[src/cba_pkg.sv]
// Shared constants for the contiguous block allocator and its checker.
package cba_pkg;

  // Default block count and fixed field widths
  localparam int unsigned NUM_BLOCKS_DEF = 64;
  localparam int unsigned CMD_W          = 2;
  localparam int unsigned COUNT_W        = 7;
  localparam int unsigned STRAT_W        = 2;
  localparam int unsigned INDEX_W        = 6;
  localparam int unsigned STATUS_W       = 2;
  localparam int unsigned MAP_W          = 64;
  // Width of a range end: start index plus count
  localparam int unsigned SPAN_W         = 8;

  // Command codes
  localparam logic [CMD_W-1:0] CMD_ALLOC  = 2'd0;
  localparam logic [CMD_W-1:0] CMD_FREE   = 2'd1;
  localparam logic [CMD_W-1:0] CMD_DEFRAG = 2'd2;
  localparam logic [CMD_W-1:0] CMD_STATUS = 2'd3;

  // Fit strategy codes; the spare code behaves as worst fit
  localparam logic [STRAT_W-1:0] FIT_FIRST = 2'd0;
  localparam logic [STRAT_W-1:0] FIT_BEST  = 2'd1;
  localparam logic [STRAT_W-1:0] FIT_WORST = 2'd2;
  localparam logic [STRAT_W-1:0] FIT_SPARE = 2'd3;

  // Result status codes
  localparam logic [STATUS_W-1:0] ST_OK        = 2'd0;
  localparam logic [STATUS_W-1:0] ST_NO_SPACE  = 2'd1;
  localparam logic [STATUS_W-1:0] ST_BAD_RANGE = 2'd2;

endpackage

[src/contiguous_block_allocator.sv]
// Contiguous block allocator: allocation bits in a 1-bit wide memory, scanned per command.
//
// Usage: drive cmd_i, block_count_i, fit_strategy_i and start_index_i and raise start.
// The command is taken at a rising edge where start is high and busy is low; busy then
// stays high until the result has been shown. The result (status_o, alloc_start_o,
// used_map_o) is valid for exactly one cycle while done_o is high; the receiver must
// take it then, it cannot stall the block.
// Timing: every command reads the allocation memory once, one block per cycle, with a
// run-closing step past the last block. Commands that change the map (a fitting
// allocate, a valid free, a defragment) then write the memory back, one block per
// cycle. The result follows in the next cycle, and busy drops the cycle after that.
// The time a command takes is bounded by the single memory port that sees one block
// per cycle.
// Reset: asynchronous, active low. All blocks read as free after reset through a
// per-block valid flag; no clearing pass is needed, so the block is ready at once.
module contiguous_block_allocator #(
  parameter int unsigned NUM_BLOCKS = cba_pkg::NUM_BLOCKS_DEF
) (
  input  logic                         clk_i,
  input  logic                         rst_ni,
  input  logic                         start,
  output logic                         busy,
  input  logic [cba_pkg::CMD_W-1:0]    cmd_i,
  input  logic [cba_pkg::COUNT_W-1:0]  block_count_i,
  input  logic [cba_pkg::STRAT_W-1:0]  fit_strategy_i,
  input  logic [cba_pkg::INDEX_W-1:0]  start_index_i,
  output logic                         done_o,
  output logic [cba_pkg::STATUS_W-1:0] status_o,
  output logic [cba_pkg::INDEX_W-1:0]  alloc_start_o,
  output logic [cba_pkg::MAP_W-1:0]    used_map_o
);

  localparam int unsigned AW = $clog2(NUM_BLOCKS);
  localparam int unsigned CW = $clog2(NUM_BLOCKS + 1);
  localparam int unsigned SW = cba_pkg::SPAN_W;

  // Sequencer states
  localparam logic [1:0] S_IDLE  = 2'd0;
  localparam logic [1:0] S_READ  = 2'd1;
  localparam logic [1:0] S_WRITE = 2'd2;
  localparam logic [1:0] S_DONE  = 2'd3;

  logic [1:0]                   state_q, state_d;
  logic [CW-1:0]                cnt_q, cnt_d;
  logic [cba_pkg::CMD_W-1:0]    cmd_q;
  logic [cba_pkg::COUNT_W-1:0]  count_q;
  logic [cba_pkg::STRAT_W-1:0]  strat_q;
  logic [cba_pkg::INDEX_W-1:0]  sidx_q;
  logic                         bad_q;
  logic [CW-1:0]                run_len_q, run_len_d;
  logic [AW-1:0]                run_start_q, run_start_d;
  logic [CW-1:0]                best_len_q, best_len_d;
  logic [AW-1:0]                best_start_q, best_start_d;
  logic                         found_q, found_d;
  logic [CW-1:0]                ones_q, ones_d;
  logic [NUM_BLOCKS-1:0]        map_q, map_d;
  logic [cba_pkg::STATUS_W-1:0] status_q, status_d;
  logic [cba_pkg::INDEX_W-1:0]  astart_q, astart_d;

  // Memory and its port
  logic                  mem_q [NUM_BLOCKS];
  logic [NUM_BLOCKS-1:0] vld_q;
  logic                  rdata_q, rvld_q;
  logic                  rd_en;
  logic [CW:0]           rd_nxt;
  logic [AW-1:0]         rd_addr;
  logic                  we;
  logic [AW-1:0]         wr_addr;
  logic                  wr_bit;
  logic                  rd_bit;

  logic                  accept;
  logic                  is_free;
  logic                  fits;
  logic                  take;
  logic                  last_read;
  logic [SW-1:0]         lo8, hi8, i8;
  logic                  in_rng;

  assign accept = start && !busy;
  assign busy   = (state_q != S_IDLE);
  assign rd_bit = rdata_q & rvld_q;

  // Read address runs one block ahead of the block being scanned
  assign rd_nxt  = (CW + 1)'(cnt_q) + (CW + 1)'(1);
  assign rd_addr = (state_q == S_IDLE) ? '0 : rd_nxt[AW-1:0];
  assign rd_en   = accept || ((state_q == S_READ) && (rd_nxt < (CW + 1)'(NUM_BLOCKS)));

  // Synchronous read; unwritten blocks read as free
  always_ff @(posedge clk_i) begin
    if (rd_en) begin
      rdata_q <= mem_q[rd_addr];
      rvld_q  <= vld_q[rd_addr];
    end
    if (we) begin
      mem_q[wr_addr] <= wr_bit;
    end
  end

  // Mark written blocks valid
  always_ff @(posedge clk_i or negedge rst_ni) begin
    if (!rst_ni) begin
      vld_q <= '0;
    end else if (we) begin
      vld_q[wr_addr] <= 1'b1;
    end
  end

  // Range of the write pass: chosen run for allocate, given range for free
  assign lo8    = (cmd_q == cba_pkg::CMD_ALLOC) ? SW'(best_start_q) : SW'(sidx_q);
  assign hi8    = lo8 + SW'(count_q);
  assign i8     = SW'(cnt_q);
  assign in_rng = (i8 >= lo8) && (i8 < hi8);

  // Write data per command
  always_comb begin
    wr_bit = map_q[0];
    unique case (cmd_q)
      cba_pkg::CMD_ALLOC:  wr_bit = map_q[0] | in_rng;
      cba_pkg::CMD_FREE:   wr_bit = map_q[0] & ~in_rng;
      cba_pkg::CMD_DEFRAG: wr_bit = (cnt_q < ones_q);
      cba_pkg::CMD_STATUS: wr_bit = map_q[0];
    endcase
  end

  assign we      = (state_q == S_WRITE);
  assign wr_addr = cnt_q[AW-1:0];

  // Run tracking for one scanned block; past the last block every run closes
  assign last_read = (cnt_q == CW'(NUM_BLOCKS));
  assign is_free   = !last_read && !rd_bit;
  assign fits      = (count_q != '0) && (cba_pkg::COUNT_W'(run_len_q) >= count_q);

  always_comb begin
    priority if (!found_q)                  take = 1'b1;
    else if (strat_q == cba_pkg::FIT_FIRST) take = 1'b0;
    else if (strat_q == cba_pkg::FIT_BEST)  take = (run_len_q < best_len_q);
    else                                    take = (run_len_q > best_len_q);
  end

  // Sequencer
  always_comb begin
    state_d      = state_q;
    cnt_d        = cnt_q;
    run_len_d    = run_len_q;
    run_start_d  = run_start_q;
    best_len_d   = best_len_q;
    best_start_d = best_start_q;
    found_d      = found_q;
    ones_d       = ones_q;
    map_d        = map_q;
    status_d     = status_q;
    astart_d     = astart_q;
    unique case (state_q)
      S_IDLE: begin
        if (accept) begin
          state_d   = S_READ;
          cnt_d     = '0;
          run_len_d = '0;
          found_d   = 1'b0;
          ones_d    = '0;
        end
      end
      S_READ: begin
        // Measure free runs and pick the fitting one
        if (is_free) begin
          if (run_len_q == '0) begin
            run_start_d = cnt_q[AW-1:0];
          end
          run_len_d = run_len_q + CW'(1);
        end else begin
          if (fits && take) begin
            found_d      = 1'b1;
            best_start_d = run_start_q;
            best_len_d   = run_len_q;
          end
          run_len_d = '0;
        end
        // Capture the old map and count allocated blocks
        if (!last_read) begin
          map_d  = {rd_bit, map_q[NUM_BLOCKS-1:1]};
          ones_d = ones_q + CW'(rd_bit);
          cnt_d  = cnt_q + CW'(1);
        end else begin
          cnt_d    = '0;
          astart_d = '0;
          status_d = cba_pkg::ST_OK;
          state_d  = S_DONE;
          unique case (cmd_q)
            cba_pkg::CMD_ALLOC: begin
              if (found_d) state_d = S_WRITE;
              else         status_d = cba_pkg::ST_NO_SPACE;
            end
            cba_pkg::CMD_FREE: begin
              if (bad_q) status_d = cba_pkg::ST_BAD_RANGE;
              else       state_d = S_WRITE;
            end
            cba_pkg::CMD_DEFRAG: state_d = S_WRITE;
            cba_pkg::CMD_STATUS: state_d = S_DONE;
          endcase
        end
      end
      S_WRITE: begin
        // Write back the new map and rebuild the output copy
        map_d = {wr_bit, map_q[NUM_BLOCKS-1:1]};
        cnt_d = cnt_q + CW'(1);
        if (cnt_q == CW'(NUM_BLOCKS - 1)) begin
          state_d  = S_DONE;
          status_d = cba_pkg::ST_OK;
          astart_d = (cmd_q == cba_pkg::CMD_ALLOC) ?
                     cba_pkg::INDEX_W'(best_start_q) : '0;
        end
      end
      S_DONE: begin
        state_d = S_IDLE;
      end
    endcase
  end

  // Control registers
  always_ff @(posedge clk_i or negedge rst_ni) begin
    if (!rst_ni) begin
      state_q  <= S_IDLE;
      cnt_q    <= '0;
      found_q  <= 1'b0;
      status_q <= cba_pkg::ST_OK;
      astart_q <= '0;
    end else begin
      state_q  <= state_d;
      cnt_q    <= cnt_d;
      found_q  <= found_d;
      status_q <= status_d;
      astart_q <= astart_d;
    end
  end

  // Command and scan payload registers
  always_ff @(posedge clk_i) begin
    if (accept) begin
      cmd_q   <= cmd_i;
      count_q <= block_count_i;
      strat_q <= fit_strategy_i;
      sidx_q  <= start_index_i;
      bad_q   <= (SW'(start_index_i) + SW'(block_count_i)) > SW'(NUM_BLOCKS);
    end
    run_len_q    <= run_len_d;
    run_start_q  <= run_start_d;
    best_len_q   <= best_len_d;
    best_start_q <= best_start_d;
    ones_q       <= ones_d;
    map_q        <= map_d;
  end

  // Result ports
  assign done_o        = (state_q == S_DONE);
  assign status_o      = status_q;
  assign alloc_start_o = astart_q;
  assign used_map_o    = cba_pkg::MAP_W'(map_q);

endmodule

[config.mk]
export PLATFORM = sky130hd
export DESIGN_NAME = contiguous_block_allocator
export DESIGN_NICKNAME = d
export VERILOG_FILES = /design/src/cba_pkg.sv /design/src/contiguous_block_allocator.sv
export SDC_FILE = /design/constraint.sdc
export NUM_CORES = 1
export LEC_CHECK = 0
export ABC_AREA = 1
export BUFFER_PORTS_ARGS = -buffer_cell sky130_fd_sc_hd__buf_2
export CORE_ASPECT_RATIO = 0.9
export CORE_MARGIN = 2
export CORE_UTILIZATION = 45
export DETAILED_ROUTE_END_ITERATION = 8
export PLACE_DENSITY = 0.68
export SYNTH_ARGS = -nofsm -noshare
export SYNTH_HDL_FRONTEND = slang
export SYNTH_SLANG_ARGS = --single-unit
[constraint.sdc]
create_clock -name clk_i -period 18.6 [get_ports clk_i]
set_clock_uncertainty 0.1 [all_clocks]
set_input_delay 0.93 -clock clk_i [delete_from_list [all_inputs] [get_ports clk_i]]
set_output_delay 0.93 -clock clk_i [all_outputs]
set_load 0.005 [all_outputs]
# == Word-level counts from Yosys, hierarchy flattened ==
# Memories as Yosys holds them, arrays and structs flattened. A register that Yosys moved wholly into a read port is not among the register bits.
# Cells that the tools add are included.
# classes
n_addsub,6
order_cmp,11
n_eq_ne,13
muxes,43
bitwise,6
n_reduce_logical,28
# op_table
operator,n
64-bit one-hot mux with 2 select lines,1
64-bit 2-to-1 mux,1
64-bit OR,1
6-bit 2-to-1 mux,5
7-bit 2-to-1 mux,4
7-bit one-hot mux with 2 select lines,2
7-bit one-hot mux with 3 select lines,1
6-bit by 7-bit adder with 8-bit output,2
2-bit one-hot mux with 4 select lines,2
3-bit AND reduction,5
"7-bit by 1-bit adder with 7-bit output, second input constant",2
"6-bit by 7-bit < comparator with 1-bit output, second input constant",2
7-bit < comparator,2
1-bit 2-to-1 mux,14
2-bit 2-to-1 mux,6
6-bit one-hot mux with 2 select lines,1
"7-bit by 1-bit adder with 8-bit output, second input constant",1
"2-bit == test, second input constant",4
"8-bit by 7-bit greater-than comparator with 1-bit output, second input constant",1
7-bit by 8-bit < comparator with 1-bit output,1
"8-bit by 7-bit < comparator with 1-bit output, second input constant",1
2-bit one-hot mux with 2 select lines,2
7-bit by 1-bit adder with 7-bit output,1
"7-bit by 6-bit == test with 1-bit output, second input constant",1
24 further kinds,44
# totals
reg_bits,198
mem_bits_rw,64
input_bits,20
output_inout_bits,74
mem_count,1
# mem_list
name,depth,width,read_ports,rd_clocked_by_memory_dff,write_ports,line,rtl
mem_q,64,1,1,1,1,contiguous_block_allocator.sv:61,logic mem_q [NUM_BLOCKS];

# == Longest topological paths before layout ==
# Gate-level depths: netlist of run 1.
# depth
depth_word,12
ltp_mapped,21
depth_no_buf,21

# == Least setup slack after synthesis of run 1 ==
# OpenSTA, ideal clock, no wires.
# synth_timing
kind,flip-flop to flip-flop
start,register cmd_q[0] in the netlist's numbering
end,"memory mem_q[0], data pin"
arrival_time_ns,5.383
slack_ns,12.394
path_stages_with_launch,19
path_buffers,0
period_less_slack_ns,6.206
cell_sequence,edfxtp_1 > nor2_1 > nand2_1 > nand2_1 > ha_1 > inv_1 > fa_1 > o21ai_0 > nand2_1 > nand2_1 > a21oi_1 > xor2_1 > ha_1 > nand3_1 > nor2_1 > nor2_1 > nand2_1 > nand2_1 > a21boi_0
# synth_between
elab_chain_cells,8
# synth_rtl
element,line,rtl
from (decl),contiguous_block_allocator.sv:45,logic [cba_pkg::CMD_W-1:0] cmd_q;
from (signal assigned),contiguous_block_allocator.sv:240,cmd_q <= cmd_i;
2-bit logical NOT,"contiguous_block_allocator.sv:110, contiguous_block_allocator.sv:118",
6-bit 2-to-1 mux,contiguous_block_allocator.sv:110,assign lo8 = (cmd_q == cba_pkg::CMD_ALLOC) ? SW'(best_start_q) : SW'(sidx_q);
6-bit by 7-bit adder with 8-bit output,contiguous_block_allocator.sv:111,assign hi8 = lo8 + SW'(count_q);
7-bit by 8-bit < comparator with 1-bit output,contiguous_block_allocator.sv:113,assign in_rng = (i8 >= lo8) && (i8 < hi8);
1-bit logical AND,contiguous_block_allocator.sv:113,
1-bit NOT,contiguous_block_allocator.sv:120,cba_pkg::CMD_FREE: wr_bit = map_q[0] & ~in_rng;
1-bit AND,contiguous_block_allocator.sv:120,
1-bit one-hot mux with 4 select lines *,contiguous_block_allocator.sv:118,unique case (cmd_q)
named net wr_bit,contiguous_block_allocator.sv:69,logic wr_bit;
to (decl),contiguous_block_allocator.sv:61,
# Mark *: on every way through the listed nets, which the timed path passes. The rest lies on a longest branch.

# == Worst setup path after layout of run 1 ==
# layout_timing
start,register cmd_q[0] in the netlist's numbering
end,"memory mem_q[52], data pin"
# Same word-level chain as after synthesis.

==> reports/metrics.csv, run 1 <==
metric;value;unit
synth_top_area_share;0.433;
yosysMostFrequentCell;edfxtp_1;
drive_above_1_share;0.176;
worstPathArrival;4.52;ns
clk_pin_slew_worst_paths;0.07;ns
critPathTopFamily;simple AND/OR/NAND/NOR gates;
cp-startpoint;cmd_q[0];
status;finished clean;
end_kind;flop;
antenna_left;0;
finalSetupViolCount;0;
path_max_fanout;64;
synth-seq-area-share;0.596;
ir_drop;80.4;uV
start_util;0.461;
rows;57;
fin_setup_tns;0;ns
antenna_found_initial;0;
relSlewSlack;0.273;
synth_edf_count;181;
powerDensity;158;nW/um^2
leakage;5.76;nW
cts_buffer_depth;3;
htreeDepth;1;
grt_pass1_vias;8163;
final_nets;1274;
worstMarginPinSlew;1.09;ns
period_minus_slack;4.37;ns
cts-hold-fix-buffers;0;
criticalPathCategory;flop to flop;
vias_per_cell;5.31;
overflow;0;
crit_chain;nor2_1, nand2_1, nand2_1, ha_1, inv_1, fa_1, o21ai_0, nand2_1, nand2_1, a21oi_1, xor2_1, ha_1, nand3_1, nor2_1, nor2_1, nand2_1, nand2_1, a21boi_4, buf_4;
initialDrtViolationCount;638;
n_fill_cell;2387;
synth_common_cells;edfxtp_1, nor2_1, nand2_1, inv_1, o21ai_0;
cts_tree;done;
async_reset_ff_frac;0.312;
cts_setup_buffers;0;
numCtsBuffers;27;
area_delta_synth_final;9.70;%
yosysTopAreaCell;edfxtp_1;
syn_nets;1252;
synth_cell_types;46;
slew_violations;0;
drc;0;
die-area;29300;um^2
hold_start;run_start_q[2];
first_pass_iters;5;
grt.total_usage;0.188;
clkSinkCount;263;
synth_area;12600;um^2
wirelength;27300;um
die_h;162;um
post_drt_wl_per_cell;17.4;um
place_congestion;0.894;
core_area;27200;um^2
ys_seq_elements;263;
power.total;2.17;mW
avgSynthCellArea;10.7;um^2
pin_count;94;
synthTopCellsByArea;edfxtp_1, dfrtp_1, ha_1;
crit_path_start_kind;flop;
timing.max_cap.violations;0;
yosysWarnings;0;
critPathRequiredTime;18.76;ns
die_w;180;um
vias;8337;
fin_crit_sh;0.235;
cts_root_buf;clkbuf_16;
hold_violations;0;
critical_path.max_stage_delay;0.50;ns
r2r-start;cmd_q[0];
slowest_stage;nor2_1;
grt_pass1_wl;44500;um
crit_top_cell;nand2_1;
synth_ff_type;edfxtp_1;
hp-class;flop to flop;
io_buffer_count;93;
antenna_cells;0;
hpwl;18100;um
netlist_instances;1174;
postCtsResizedCells;0;
path_buf_inv;2;
clock_latency;0.55;ns
max_freq;0.229;GHz
rsz0062_at_grt;false;
grt_max_degree;83;
## placed cells by master, fill, tap and decap left out, drive strengths merged
master / synthesis / layout
a211oi: 1 / 1
a21boi: 1 / 1
a21oi: 50 / 50
a31oi: 2 / 2
and2: 1 / 1
buf: 94 / 98
bufinv: 0 / 3
clkbuf: 11 / 30
clkinv: 1 / 11
clkinvlp: 0 / 6
dfrtp: 82 / 82
edfxtp: 181 / 181
fa: 2 / 2
ha: 56 / 56
inv: 121 / 122
nand2: 133 / 133
nand3: 66 / 66
nand4: 6 / 6
nor2: 140 / 140
nor3: 10 / 10
nor3b: 2 / 2
nor4: 6 / 6
o211ai: 35 / 35
o21a: 1 / 1
o21ai: 104 / 104
o21bai: 3 / 3
o22ai: 6 / 6
o31ai: 7 / 7
or2: 39 / 39
xnor2: 5 / 5
xor2: 8 / 8
## path summary, 6_finish.rpt
path	to	slack [ns]	cells after the start
min in group asynchronous	vld_q[29]	0.50	1
worst max-delay path	mem_q[52]	14.23	19
worst min register to register	best_start_q[2]	0.32	0
max in group asynchronous	cnt_q[6]	17.22	1
worst max register to register	mem_q[52]	14.23	19
worst min-delay path	best_start_q[2]	0.32	0
## power by group
part,internal [mW],switching (mW)
clock,0.333,0.238
combinational,0.222,0.458
sequential,0.838,0.0820
## logic make-up (layout without fill, tap and decap cells)
group	count (synthesis)	count (layout)	synth area share
AOI/OAI and AO/OA	210	210	0.0961
xor gates and xnor gates	13	13	0.00967
adders and majority gates	58	58	0.0590
buffers and inverters	227	270	0.0942
DFF	263	263	0.596
and+or+nand+nor	403	403	0.145
## metrics by stage
stage | util | setup slack [ns] | hold WS (ns) | cell area (um^2) | instances
2_1_floorplan | - | 12.39 | 0.300 | 12600 | 1174
3_3_place_gp | 0.470 | 14.50 | 0.302 | 12800 | 1521
3_5_place_dp | 0.470 | 14.32 | 0.307 | 12800 | 1521
4_1_cts | 0.506 | 14.27 | 0.322 | 13800 | 1571
5_1_grt | 0.506 | 13.84 | 0.326 | 13800 | 1571
6_report | 0.506 | 14.23 | 0.320 | 13800 | 1571
## metal layers
| metal | GRT usage | share of wire | vias to the layer above |
|---|---|---|---|
| met5 | 0 | 0 | - |
| met4 | 0.0499 | 0.019 | 0 |
| met3 | 0.0311 | 0.066 | 41 |
| li1 | - | - | 4000 |
| met1 | 0.272 | 0.47 | 4028 |
| met2 | 0.299 | 0.44 | 268 |
## final cells by class
cell class	instances	area (um^2)	share of cell area
sequential	263	7490	0.544
multi-input combinational	684	3910	0.284
clock buffer	30	739	0.0537
timing repair buffer	98	505	0.0367
inverter	122	465	0.0338
tap	354	443	0.0322
clock inverter	20	224	0.0163
## registers in the layout, indices dropped and copies added (netlist names), 6 cells and up
name and flops:
run_len_q 7, vld_q 64, sidx_q 6, ones_q 7, best_start_q 6, cnt_q 7, used_map_o 64, mem_q 64
best_len_q 7, run_start_q 6, alloc_start_o 6, count_q 7
Note: power is estimated with default switching activity, not from simulation.
==> run 2, diff against run 1 <==
- ABC_AREA: 1 -> 0
- PLACE_DENSITY: 0.68 -> 0.7
- clock period: 18.6 -> 3.7 ns (I/O delays scaled with it)
==> run 2 against run 1 <==
Effect of this change: the flow now finishes with violations (negative setup slack); highest routed layer unchanged; final cell count down 6.4%; non-clock buffer count is 55 higher; synthesized cell count down 14%; final area is 3.7% higher; fmax increased by 14%; via count fell by 3.4%; register-to-register slack got worse by 14 ns; sequential power rose to 5.0 times the previous value; largest cell class unchanged; worst hold slack worse by 0.17 ns.
==> reports/metrics.csv, run 2 <==
metric;value;unit
status;finished, violations left;
violations;negative setup slack;
antenna_left;0;
path_max_fanout;16;
place_congestion;0.855;
p_sw;3.59;mW
hold_violations;0;
powerDensity;751;nW/um^2
synth_common_cells;edfxtp_1, nor2_1, dfrtp_1, buf_4;
antenna_found_initial;0;
finalSetupViolCount;64;
clock_power_share;0.251;
cts_root_buf;clkbuf_16;
grt_pass1_vias;7880;
vias;8054;
final_cell_mix;edfxtp_1, nor2_1, buf_2;
period_minus_slack;3.82;ns
max_freq;0.262;GHz
htreeDepth;1;
finalWorstSetupSlack;-0.116;ns
start_util;0.460;
slew_violations;0;
vias_per_cell;5.48;
avgSynthCellArea;12.4;um^2
grt.total_usage;0.191;
slowest_stage;edfxtp_1;
die-area;29100;um^2
numCtsBuffers;29;
die_w;179;um
synth_cell_types;72;
power.total;10.7;mW
async_reset_ff_frac;0.312;
ys_seq_elements;263;
first_pass_iters;5;
worstMarginPinSlew;0.900;ns
antenna_cells;0;
drc;0;
critPathRequiredTime;4.01;ns
synth_edf_count;181;
worstPathArrival;4.13;ns
synthTopCellsByArea;edfxtp_1, dfrtp_1, ha_1;
leakage;5.96;nW
crit_path_start_kind;flop;
grt_max_degree;64;
hp-class;primary input to asynchronous set/reset pin;
overflow;0;
synth_area;12500;um^2
final_nets;1171;
final_common_cell;edfxtp_1;
rows;57;
timing.max_cap.violations;0;
end_kind;flop;
clock_latency;0.54;ns
area_delta_synth_final;14.5;%
yosysWarnings;0;
pin_count;94;
drive_above_1_share;0.254;
p_int;7.13;mW
crit_chain;nor2_4, mux2_4, ha_4, inv_2, fa_2, nor2b_1, o21ai_1, nand2b_1, a21o_1, a21oi_2, xnor2_1, ha_1, o2111ai_2, o21a_1, o21ai_2, mux2i_1, and2_4, clkbuf_16;
post_drt_wl_per_cell;19.2;um
initialDrtViolationCount;659;
criticalPathCategory;flop to flop;
combPwrFrac;0.320;
relSlewSlack;0.399;
postLayoutCoreUtil;0.527;
cts_tree;done;
wirelength;28200;um
synth_top_area_share;0.436;
power_frac_seq;0.429;
core_area;27100;um^2
syn_nets;1083;
p_sw_frac;0.335;
cts_buffer_depth;3;
rsz0062_at_grt;true;
synth_ff_type;edfxtp_1;
yosysMostFrequentCell;edfxtp_1;
ir_drop;513;uV
die_h;162;um
yosysTopAreaCell;edfxtp_1;
critical_path.max_stage_delay;0.43;ns
clk_pin_slew_worst_paths;0.06;ns
clkSinkCount;263;
netlist_instances;1005;
synth-seq-area-share;0.601;
grt_pass1_wl;44200;um
fin_crit_sh;1.03;
io_buffer_count;93;
hpwl;18900;um
-- run 2: changes by cell type after synthesis, moves of 11 or more --
cell / change
xnor2_1: +11
mux2_2: +12
o211ai_1: -28
inv_1: -76
nor2_1: -28
nor2b_1: +12
nand3_1: -40
o21ai_0: -71
a21oi_1: -22
or2_2: +25
nand2_1: -65
o21ai_1: +13
mux2i_1: +29
-- run 2: final timing paths --
path	startpoint	endpoint	slack, ns	cells past startpoint
worst max-delay path	cmd_q[1]	mem_q[29]	-0.12	18
max in group asynchronous	rst_ni	alloc_start_o[4]	2.46	3
worst min register to register	run_start_q[4]	best_start_q[4]	0.32	0
min in group clk_i	fit_strategy_i[1]	strat_q[1]	0.25	2
worst max register to register	cmd_q[1]	mem_q[29]	-0.12	18
worst min-delay path	rst_ni	vld_q[60]	0.15	2
-- run 2: what timing repair did --
| action | CTS | global route |
|---|---|---|
| hold endpoints to repair | 75 | 0 |
| pin swaps | 1 | 0 |
| buffers inserted | 0 | 1 |
| hold buffers | 19 | 0 |
| gates resized for setup | 2 | 7 |
| setup endpoints to repair | 64 | 65 |
| cloned | 0 | 3 |
-- run 2: per-stage QoR --
| stage | setup slack [ns] | cells | area [um^2] | hold slack, ns | setup TNS [ns] |
|---|---|---|---|---|---|
| floorplan | -0.00300 | 1005 | 12500 | -0.211 | -0.192 |
| detailed placement | -0.0626 | 1393 | 13100 | 0.220 | -3.76 |
| global route | -0.363 | 1470 | 14300 | 0.221 | -22.18 |
| global placement | 0.00687 | 1393 | 13100 | 0.211 | 0 |
| finish | -0.116 | 1470 | 14300 | 0.153 | -6.36 |
| CTS | -0.0186 | 1466 | 14200 | 0.181 | -0.794 |
-- run 2: critical path, delay by kind of cell, from the launching register on --
kind	cells	cell delay, ns
fa+ha+maj	3	0.70
simple gates	4	0.67
compound gates	6	0.86
buf+inv	2	0.25
mux	2	0.59
flops	1	0.43
xor+xnor	1	0.09
-- run 2: cells by family (layout without fill, tap and decap cells) --
family / count (synthesis) / in the layout / share of synthesized area
multiplexers: 52 / 52 / 0.0531
XOR/XNOR: 23 / 23 / 0.0183
buffers and inverters: 135 / 246 / 0.0624
AO/OA/AOI/OAI: 152 / 152 / 0.0793
AND/OR/NAND/NOR: 322 / 322 / 0.127
flip-flops: 263 / 263 / 0.601
adder cells (fa/ha/maj): 58 / 58 / 0.0594
-- run 2: layout make-up --
class                      instances  area [um^2]
clock buffer                      39          773
fill                            2298        12800
sequential                       263         7490
inverter                          39          146
tap                              354          443
multi-input combinational        607         4280
clock inverter                    15          116
timing repair buffer             153         1030
-- run 2: power groups by stage --
stage	logic (mW)	clock network (mW)	registers (mW)
global placement	3.19	0	4.63
floorplan	2.49	0	4.52
CTS	3.29	2.74	4.61
detailed placement	3.27	0	4.65
global route	3.75	2.88	4.69
finish	3.43	2.69	4.60
-- run 2: metal layers --
| layer | global-route usage | vias to the layer above | wire, um |
|---|---|---|---|
| met1 | 0.281 | 3952 | 13000 |
| met5 | 0 | - | 0 |
| met3 | 0.0365 | 61 | 2040 |
| met4 | 0.0569 | 0 | 791 |
| met2 | 0.291 | 305 | 12300 |
| li1 | - | 3736 | - |
==> run 3, diff against run 2 <==
- HOLD_SLACK_MARGIN: default -> 0.15
- RECOVER_POWER: default -> 100
==> run 3 against run 2 <==
Effect of this change: the run ends with max-capacitance violations, max-slew violations, negative setup slack left; sequential power about the same; setup slack improved by 0.0062 ns; via count increased by 0.45%; flip-flop and latch count unchanged; count of clock-buffer cells in the layout unchanged; combinational power decreased by 3%; largest cell class unchanged; non-clock buffer count unchanged; worst hold slack improved by 0.098 ns; die area unchanged; clock power about the same.
==> reports/metrics.csv, run 3 (synthesis gave the netlist of run 2 again) <==
metric;value;unit
grt_pass1_vias;7880;
die-area;29100;um^2
numCtsBuffers;29;
pin_count;94;
placed_area;13100;um^2
io_buffer_count;93;
initialDrtViolationCount;665;
hpwl;18900;um
final_common_cell;edfxtp_1;
hp-class;primary input to flop;
worstPathArrival;4.12;ns
grt_max_degree;64;
worstMarginPinSlew;1.58;ns
min_to;strat_q[1];
htreeDepth;1;
relSlewSlack;-0.0550;
rows;57;
drive_above_1_share;0.193;
period_minus_slack;3.81;ns
slowest_stage;edfxtp_1;
core_area;27100;um^2
wirelength;28300;um
end_kind;flop;
whs_path_depth;2;
final_nets;1171;
cts_tree;done;
max_freq;0.262;GHz
area_delta_synth_final;13.5;%
finalSetupViolCount;64;
ff2ff_setup_slack;-0.11;ns
timing.max_cap.violations;2;
first_pass_iters;5;
cts_buffer_depth;3;
post_drt_wl_per_cell;19.2;um
antenna_left;0;
path_max_fanout;16;
antenna_cells;0;
powerDensity;751;nW/um^2
stdcell_area;14100;um^2
leakage;5.74;nW
hold_violations;0;
drc;0;
r2r_end;mem_q[9];
vias_per_cell;5.50;
place_congestion;0.855;
clk_pin_slew_worst_paths;0.06;ns
crit_path_start_kind;flop;
cts_root_buf;clkbuf_16;
violations;max-capacitance violations, max-slew violations, negative setup slack;
clkSinkCount;263;
vias;8090;
grt.total_usage;0.191;
die_h;162;um
criticalPathCategory;flop to flop;
die_w;179;um
r2r-start;cmd_q[1];
antenna_found_initial;0;
start_util;0.460;
crit_chain;nor2_4, mux2_4, ha_4, inv_2, fa_2, nor2b_1, o21ai_1, nand2b_1, a21o_1, a21oi_2, xnor2_1, ha_1, o2111ai_2, o21a_1, o21ai_2, mux2i_1, and2_4, clkbuf_16;
power.total;10.6;mW
cp-startpoint;cmd_q[1];
critPathRequiredTime;4.01;ns
hold_start;fit_strategy_i[1];
ff2ff_path_depth;18;
fin_crit_sh;1.03;
overflow;0;
status;finished, violations left;
finalWorstSetupSlack;-0.110;ns
grt_pass1_wl;44200;um
clock_latency;0.55;ns
slew_violations;84;
critical_path.max_stage_delay;0.43;ns
ir_drop;501;uV
final_cell_mix;edfxtp_1, nor2_1, dfrtp_1;
rsz0062_at_grt;true;
[run 3: repair_timing]
| action | in CTS | in global routing |
|---|---|---|
| resized for setup | 2 | 7 |
| setup buffers | 0 | 1 |
| setup endpoints to repair | 64 | 65 |
| cloned | 0 | 3 |
| hold endpoints to repair | 80 | 0 |
| pin swaps | 1 | 0 |
| hold buffers | 19 | 0 |
[run 3: worst max-delay path by stage]
stage                           end  slack [ns]  cells after the start
after floorplan            mem_q[0]      -0.003                     18
after global placement    mem_q[17]       0.007                     16
after detailed placement  mem_q[57]       -0.06                     16
after CTS                  mem_q[2]       -0.02                     16
after global routing      mem_q[14]       -0.36                     18
final                      mem_q[9]       -0.11                     18
[run 3: area by class of cell]
| cell class | count | area, um^2 |
|---|---|---|
| inverter | 39 | 146 |
| clock buffer | 39 | 773 |
| clock inverter | 15 | 116 |
| fill | 2341 | 13000 |
| timing repair buffer | 153 | 910 |
| sequential | 263 | 7490 |
| tap | 354 | 443 |
| multi-input combinational | 607 | 4270 |
[run 3: stage by stage]
step / cells / hold slack, ns / setup TNS, ns / utilization / worst slack, ns
2_1_floorplan: 1005 / -0.211 / -0.192 / - / -0.00300
3_3_place_gp: 1393 / 0.211 / 0 / 0.483 / 0.00687
3_5_place_dp: 1393 / 0.220 / -3.76 / 0.483 / -0.0626
4_1_cts: 1466 / 0.181 / -0.794 / 0.523 / -0.0186
5_1_grt: 1470 / 0.258 / -22.18 / 0.522 / -0.363
6_report: 1470 / 0.250 / -6.11 / 0.522 / -0.110
[run 3: metal layers]
metal | track usage | routed length (um)
met5 | 0 | 0
met4 | 0.0569 | 787
met3 | 0.0365 | 2060
met2 | 0.291 | 12500
met1 | 0.281 | 12900
[run 3: power by group]
| part | switching (mW) | internal, mW |
|---|---|---|
| Clock | 1.15 | 1.54 |
| Sequential | 0.410 | 4.21 |
| Combinational | 2.03 | 1.29 |
| Total | 3.60 | 7.04 |
[run 3: worst max-delay path, delay by kind of cell (launching register included)]
| family | cells | cell delay [ns] |
|---|---|---|
| XOR/XNOR | 1 | 0.09 |
| buffers and inverters | 2 | 0.25 |
| adder cells (fa/ha/maj) | 3 | 0.70 |
| AO/OA/AOI/OAI | 6 | 0.86 |
| multiplexers | 2 | 0.59 |
| flip-flops | 1 | 0.43 |
| AND/OR/NAND/NOR | 4 | 0.66 |
